==> src/design/tgi_pkg.sv <==
// Package: shared constants, register indexes and divider interface types.
`timescale 1ns / 1ps
`default_nettype none
package tgi_pkg;
   localparam int MAX_POINTS_XY_DEF  = 64;
   localparam int MAX_POINTS_ETA_DEF = 32;
   localparam int COMPONENTS_DEF     = 4;

   localparam int CSR_W     = 32;
   localparam int CSR_IDX_W = 3;
   localparam int VAL_W     = 32;
   localparam int FRAC_W    = 16;
   localparam int STEP_W    = 24;
   localparam int QUO_W     = 48;
   localparam int PXY_W     = 7;
   localparam int PETA_W    = 6;

   localparam logic CMD_LOAD  = 1'b0;
   localparam logic CMD_QUERY = 1'b1;

   localparam logic [PXY_W-1:0]  POINTS_XY_RST  = 7'd64;
   localparam logic [PETA_W-1:0] POINTS_ETA_RST = 6'd32;
   localparam logic [STEP_W-1:0] STEP_XY_RST    = 24'd65536;
   localparam logic [STEP_W-1:0] STEP_ETA_RST   = 24'd65536;
   localparam logic [VAL_W-1:0]  ORIGIN_XY_RST  = 32'hFFE08000;
   localparam logic [VAL_W-1:0]  ORIGIN_ETA_RST = 32'hFFF00000;

   typedef enum logic [CSR_IDX_W-1:0] {
      CSR_POINTS_XY  = 3'd0,
      CSR_POINTS_ETA = 3'd1,
      CSR_STEP_XY    = 3'd2,
      CSR_STEP_ETA   = 3'd3,
      CSR_ORIGIN_XY  = 3'd4,
      CSR_ORIGIN_ETA = 3'd5
   } csr_index_type;

   typedef struct packed {
      logic              start;
      logic [QUO_W-1:0]  dividend;
      logic [STEP_W-1:0] divisor;
   } div_req_type;

   typedef struct packed {
      logic             done;
      logic [QUO_W-1:0] quotient;
   } div_rsp_type;
endpackage
`default_nettype wire

==> src/design/tgi_div.sv <==
// Radix-2 restoring divider, one quotient bit per cycle.
`timescale 1ns / 1ps
`default_nettype none
module tgi_div import tgi_pkg::*; (
   input  wire logic        clock,
   input  wire logic        reset,
   input  wire div_req_type div_req,
   output div_rsp_type      div_rsp
);
   localparam int CNT_W = $clog2(QUO_W + 1);

   logic [STEP_W-1:0] rem_ff;
   logic [QUO_W-1:0]  quo_ff;
   logic [STEP_W-1:0] dvs_ff;
   logic [CNT_W-1:0]  cnt_ff;
   logic              done_ff;
   logic [STEP_W:0]   trial;
   logic              take;

   assign trial = {rem_ff, quo_ff[QUO_W-1]};
   assign take  = trial >= {1'b0, dvs_ff};

   always_ff @(posedge clock) begin
      if (reset) begin
         cnt_ff  <= '0;
         done_ff <= 1'b0;
      end else begin
         done_ff <= (cnt_ff == CNT_W'(1));
         if (div_req.start) begin
            cnt_ff <= CNT_W'(QUO_W);
         end else if (cnt_ff != '0) begin
            cnt_ff <= cnt_ff - CNT_W'(1);
         end
      end
   end

   always_ff @(posedge clock) begin
      if (div_req.start) begin
         rem_ff <= '0;
         quo_ff <= div_req.dividend;
         dvs_ff <= (div_req.divisor == '0) ? STEP_W'(1) : div_req.divisor;
      end else if (cnt_ff != '0) begin
         rem_ff <= take ? STEP_W'(trial - {1'b0, dvs_ff}) : trial[STEP_W-1:0];
         quo_ff <= {quo_ff[QUO_W-2:0], take};
      end
   end

   assign div_rsp.done     = done_ff;
   assign div_rsp.quotient = quo_ff;
endmodule
`default_nettype wire

==> config.mk <==
export PLATFORM = sky130hd
export DESIGN_NAME = tgi_div
export DESIGN_NICKNAME = d
export VERILOG_FILES = /design/src/design/tgi_pkg.sv /design/src/design/tgi_div.sv
export SDC_FILE = /design/constraint.sdc
export NUM_CORES = 1
export LEC_CHECK = 0
export ABC_AREA = 1
export BUFFER_PORTS_ARGS = -buffer_cell sky130_fd_sc_hd__buf_4
export CAP_MARGIN = 30
export CORE_ASPECT_RATIO = 2
export CORE_MARGIN = 2
export CORE_UTILIZATION = 51
export DETAILED_ROUTE_END_ITERATION = 8
export PLACE_DENSITY = 0.77
export SLEW_MARGIN = 15
export SYNTH_ARGS = -nofsm -noshare
export SYNTH_HDL_FRONTEND = slang
export SYNTH_SLANG_ARGS = --single-unit
==> constraint.sdc <==
create_clock -name clock -period 2.6 [get_ports clock]
set_clock_uncertainty 0.05 [all_clocks]
set_input_delay 0.52 -clock clock [delete_from_list [all_inputs] [get_ports clock]]
set_output_delay 0.52 -clock clock [all_outputs]
set_load 0.005 [all_outputs]
==> flow_summary.yaml, run 1 <==
cells_and_area:
  syn_to_final_growth_pct: 20.4
  fillers: 1132
  fin_area_mm2: 0.00777
  layout.nets: 1114
  num_antenna_cells: 0
  layout_commonest_cell: "nand2_1"
  final_cell_mix: "nand2_1 (365), inv_1 (143), buf_4 (133)"
  multi_input_area_mm2: 0.00290
  drive_above_1_share: 0.169
  seq_area_mm2: 0.00278
power_and_ir_drop:
  power_density_mw_per_mm2: 913
  power.leakage_nw: 4.27
  peakVddDrop_uv: 572
timing:
  slew_viol_final: 0
  rsz0062_at_grt: "false"
  setup_viol: 0
  setup_slack_ns: 0.299
  worst_slew_pin_slew_ns: 0.619
  fin_crit_ns: 2.30
  timing.fmax_mhz: 435
  hold_viol: 0
  fin_crit_sh: 0.885
  slew_headroom: 0.587
  fin_tns_setup_ns: 0
clock_tree:
  cts_tree: "done"
  clock_path_buffers: 2
  post-cts-setup-buffers: 0
  numCtsBuffers: 9
  ctsHoldBuffers: 0
  htree_levels: 3
  clk_pin_slew_ns: 0.08
  clock-sinks: 103
  ctsResizeCount: 0
  insertion_delay_ns: 0.35
  clock-root-buffer: "clkbuf_16"
placed_design:
  dp_slack_ns: 0.298
  dp.final_hpwl_um: 12900
  place.gp.congestion: 1.04
  placedInstanceArea_mm2: 0.00747
  port_buffers: 123
routing:
  dr_total_vias: 5965
  ant_nets: 0
  dr.pass1.iters: 5
  avgRoutedWirePerCell_um: 14.4
  drtIter0Drc: 263
  viasPerCell: 5.11
  wl_um: 16800
  drc: 0
die:
  die_width_um: 83.5
  die_h_um: 163
  coreArea_mm2: 0.0125
  dieArea_mm2: 0.0136
  std_cell_rows: 58
  floorplan.initialDensity: 0.517
  ios: 124
setup_path:
  cp_cell_sequence: "inv_1 > ha_1 > fa_1 > inv_1 > nand2_1 > nand3_1 > nand2_1 > nand2_1 > nand2_1 > nand3_1 > nand2_1 > nand2_1 > nand3_1 > nand2_1 > inv_1"
  startpoint_type: "flop"
  worstPathRequired_ns: 2.80
  cpPeakStageDelay_ns: 0.40
  critPathMaxFanout: 3
  end_kind: "flop"
  crit_type: "flop to flop"
  cpMostUsedCell: "nand2_1"
  cp.arrival_ns: 2.50
  cpMaxStageDelayCell: "edfxtp_1"
global_route:
  grt_pass1_wl_um: 27000
  grt_use_total: 0.250
  grt_pass1_vias: 5923
  antenna_found_initial: 0
  grt_max_degree: 92
  grt-ovfl-total: 0
synthesis:
  syn_area_mm2: 0.00645
  synth_edf_count: 72
  syn_avg_cell_area_um2: 7.04
  ys.flop_type: "edfxtp_1"
  ys_ff_latch: 103
  synth_nets: 1018
  ys_warn_count: 0
  ys_async_sr_fraction: 0
  yosysUniqueCellTypes: 36
  synthCells: 916
  ys_seq_area_frac: 0.431
hold_path:
  worstHoldPathType: "input port to flop"
job:
  max_cap_violations: 0
status:
  status: "completed"
## stage by stage
step           total power, mW  std cells  utilization  hold slack, ns
2_1_floorplan             4.65        916            -           0.392
3_3_place_gp              5.67       1151        0.598           0.416
3_5_place_dp              5.70       1151        0.598           0.419
4_1_cts                   7.11       1167        0.622           0.300
5_1_grt                   7.64       1167        0.622           0.299
6_report                  7.09       1167        0.622           0.307
## power breakdown
part / leakage [nW] / total, mW / internal, mW / switching [mW]
Combinational: 3.12 / 3.31 / 1.24 / 2.07
Clock: 0.150 / 1.40 / 0.764 / 0.633
Sequential: 1.01 / 2.39 / 2.14 / 0.249
## flip-flops by register name, indices dropped and copies added (netlist names)
name and flops:
cnt_ff 6, rem_ff 24, dvs_ff 24, done_ff 1, quo_ff 48
## critical path, delay by kind of cell, from the launching register on
kind,cells,cell delay [ns]
simple gates,10,0.91
buf+inv,3,0.22
fa+ha+maj,2,0.62
flops,1,0.40
## worst paths after layout
| kind | start | end | slack (ns) | cells after the start |
|---|---|---|---|---|
| max | quo_ff[47]$_DFFE_PP_ | rem_ff[16]$_SDFFE_PP0N_ | 0.30 | 15 |
| min | div_req[23] | dvs_ff[23]$_SDFFCE_PN0P_ | 0.31 | 1 |
| max reg2reg | quo_ff[47]$_DFFE_PP_ | rem_ff[16]$_SDFFE_PP0N_ | 0.30 | 15 |
| min reg2reg | cnt_ff[3]$_SDFFE_PP0N_ | cnt_ff[3]$_SDFFE_PP0N_ | 0.43 | 2 |
## cells in the mapped netlist (3+ instances only)
library cell | number | area [um^2]
nor4_1 | 6 | 37.5
inv_1 | 143 | 537
xor2_1 | 9 | 78.8
a21oi_1 | 16 | 80.1
nand3_1 | 39 | 195
o21ai_0 | 11 | 55.1
nand4_1 | 31 | 194
edfxtp_1 | 72 | 2160
dfxtp_1 | 31 | 621
nand3b_1 | 5 | 37.5
clkbuf_1 | 37 | 139
buf_2 | 8 | 40.0
nand2_2 | 4 | 25.0
ha_1 | 26 | 325
nand2_1 | 366 | 1370
nor2_2 | 3 | 18.8
nor2_1 | 81 | 304
inv_2 | 5 | 18.8
## metal layers
layer	part of all wire	track usage	up-vias	wire [um]
li1	-	-	3026	-
met5	0	0	-	0
met4	0.046	0.147	0	782
met2	0.57	0.493	183	9560
met3	0.047	0.0384	44	794
met1	0.34	0.239	2712	5700
## cell type report
class | instances | share of cell area
sequential | 103 | 0.358
clock inverter | 6 | 0.00934
tap | 150 | 0.0242
timing repair buffer | 135 | 0.134
inverter | 148 | 0.0715
multi-input combinational | 615 | 0.374
clock buffer | 10 | 0.0295
## cell families after synthesis
kind of cell / after synthesis / share of synthesized area
and+or+nand+nor: 545 / 0.353
DFF: 103 / 0.431
buffers and inverters: 198 / 0.119
AOI/OAI and AO/OA: 33 / 0.0295
adders and majority gates: 27 / 0.0535
xor gates and xnor gates: 10 / 0.0136
No activity file was read; power rests on OpenSTA's default activity.
==> inputs of run 2 (changes only) <==
Settings changed: CORE_UTILIZATION 51 to 50, PLACE_DENSITY 0.77 to 0.76.
==> run 2 against run 1 <==
Compared with the run above: design area fell by 0.27%; first-iteration DRC count fell by 18%; routed wire length rose by 2.2%; die area rose by 1.9%; non-clock buffer count fell by 4; utilization fell by 0.53 points; clock power barely moved; global-route usage rose by 0.75 points; sequential power barely moved; combinational power fell by 2%; largest cell class unchanged; highest routed layer unchanged.
==> flow_summary.yaml, run 2 (same netlist as run 1, synthesis figures left out) <==
status:
  status: "completed"
timing:
  rsz0062_at_grt: "false"
  setup_viol: 0
  fin_crit_ns: 2.47
  fin_crit_sh: 0.949
  worst_slew_pin_slew_ns: 0.611
  slew_viol_final: 0
  whs_ns: 0.306
  slew_headroom: 0.593
  setup_slack_ns: 0.132
  timing.fmax_mhz: 405
  fin_tns_setup_ns: 0
  hold_viol: 0
clock_tree:
  clock_path_buffers: 2
  post-cts-setup-buffers: 0
  clock-sinks: 103
  insertion_delay_ns: 0.35
  cts_tree: "done"
  htree_levels: 3
  ctsResizeCount: 0
  clock-root-buffer: "clkbuf_16"
  clk_pin_slew_ns: 0.07
  ctsHoldBuffers: 0
  numCtsBuffers: 9
global_route:
  grt-ovfl-total: 0
  grt_max_degree: 92
  antenna_found_initial: 0
  grt_pass1_vias: 6104
  grt_pass1_wl_um: 27900
  grt_use_total: 0.258
routing:
  wl_um: 17200
  dr_total_vias: 5909
  viasPerCell: 5.08
  drc: 0
  dr.pass1.iters: 5
  avgRoutedWirePerCell_um: 14.8
  ant_nets: 0
  drtIter0Drc: 215
setup_path:
  cp.arrival_ns: 2.65
  cp_cell_sequence: "inv_1 > ha_1 > nand2_1 > inv_1 > nand2_1 > nand2_1 > inv_1 > nand3_2 > nand2_2 > nand3_1 > nor2_2 > nor2_1 > nor2_1 > nor2_1"
  end_kind: "flop"
  crit_type: "flop to flop"
  cpMaxStageDelayCell: "edfxtp_1"
  worstPathRequired_ns: 2.79
  startpoint_type: "flop"
  cpPeakStageDelay_ns: 0.38
  critPathMaxFanout: 12
cells_and_area:
  syn_to_final_growth_pct: 20.1
  layout.nets: 1110
  layout_commonest_cell: "nand2_1"
  largest_register_ffs: 48
  fin_area_mm2: 0.00775
  drive_above_1_share: 0.165
  largest_register: "quo_ff"
  fillers: 1144
  reg_top3: "quo_ff: 48 flops, dvs_ff: 24 flops, rem_ff: 24 flops"
  num_antenna_cells: 0
  final_cell_mix: "nand2_1 (365), inv_1 (143), buf_4 (128)"
hold_path:
  worstHoldPathType: "input port to flop"
placed_design:
  dp.final_hpwl_um: 13100
  placedInstanceArea_mm2: 0.00745
  place.gp.congestion: 0.946
  dp_slack_ns: 0.155
  port_buffers: 123
power_and_ir_drop:
  peakVddDrop_uv: 537
  power_density_mw_per_mm2: 908
  power.leakage_nw: 4.25
  power_mw: 7.03
job:
  max_cap_violations: 0
die:
  die_h_um: 165
  std_cell_rows: 58
  dieArea_mm2: 0.0139
  ios: 124
  die_width_um: 84.3
  floorplan.initialDensity: 0.514
  coreArea_mm2: 0.0126
==> run 2: cell count changes in the layout (fill, tap and decap cells not counted) <==
| cell | change |
|---|---|
| clkinv_4 | +3 |
| clkinv_2 | -1 |
| inv_8 | -1 |
| clkinv_1 | +1 |
| inv_6 | -2 |
| buf_4 | -5 |
| buf_12 | +1 |
==> run 2: layout make-up <==
| cell class | instances | area, um^2 | area share |
|---|---|---|---|
| Inverter | 148 | 556 | 0.0717 |
| Tap cell | 150 | 188 | 0.0242 |
| Multi-Input combinational cell | 615 | 2900 | 0.375 |
| Timing Repair Buffer | 131 | 1020 | 0.132 |
| Clock buffer | 10 | 229 | 0.0295 |
| Sequential cell | 103 | 2780 | 0.359 |
| Clock inverter | 6 | 68.8 | 0.00888 |
==> run 2: worst paths after layout <==
kind	slack (ns)	startpoint	end	cells past startpoint
worst max-delay path	0.13	dvs_ff[8]$_SDFFCE_PN0P_	rem_ff[19]$_SDFFE_PP0N_	14
worst min-delay path	0.31	reset	cnt_ff[5]$_SDFFE_PP0P_	2
worst max register to register	0.13	dvs_ff[8]$_SDFFCE_PN0P_	rem_ff[19]$_SDFFE_PP0N_	14
worst min register to register	0.42	cnt_ff[3]$_SDFFE_PP0N_	cnt_ff[3]$_SDFFE_PP0N_	2
==> run 2: critical path: cells and delay by family (launching register included) <==
| kind | cells | cell delay [ns] |
|---|---|---|
| and+or+nand+nor | 10 | 1.48 |
| adders and majority gates | 1 | 0.26 |
| buffers and inverters | 3 | 0.21 |
| DFF | 1 | 0.38 |
==> run 2: per-stage QoR <==
stage | utilization | std cells
finish | 0.617 | 1163
CTS | 0.617 | 1163
global route | 0.617 | 1163
global placement | 0.593 | 1147
detailed placement | 0.593 | 1147
floorplan | - | 916
==> run 2: where the power goes <==
group	internal (mW)	switching (mW)	leakage (nW)	total, mW
Clock	0.753	0.621	0.145	1.37
Sequential	2.14	0.259	1.01	2.40
Combinational	1.20	2.06	3.10	3.26
Total	4.10	2.94	4.25	7.03
==> run 2: metal layers <==
metal  global-route usage  up-vias  wire length (um)
met5                    0        -                 0
met4                0.158        0               962
met3               0.0490       65               847
met2                0.504      186              9530
met1                0.238     2640              5870
li1                     -     3018                 -
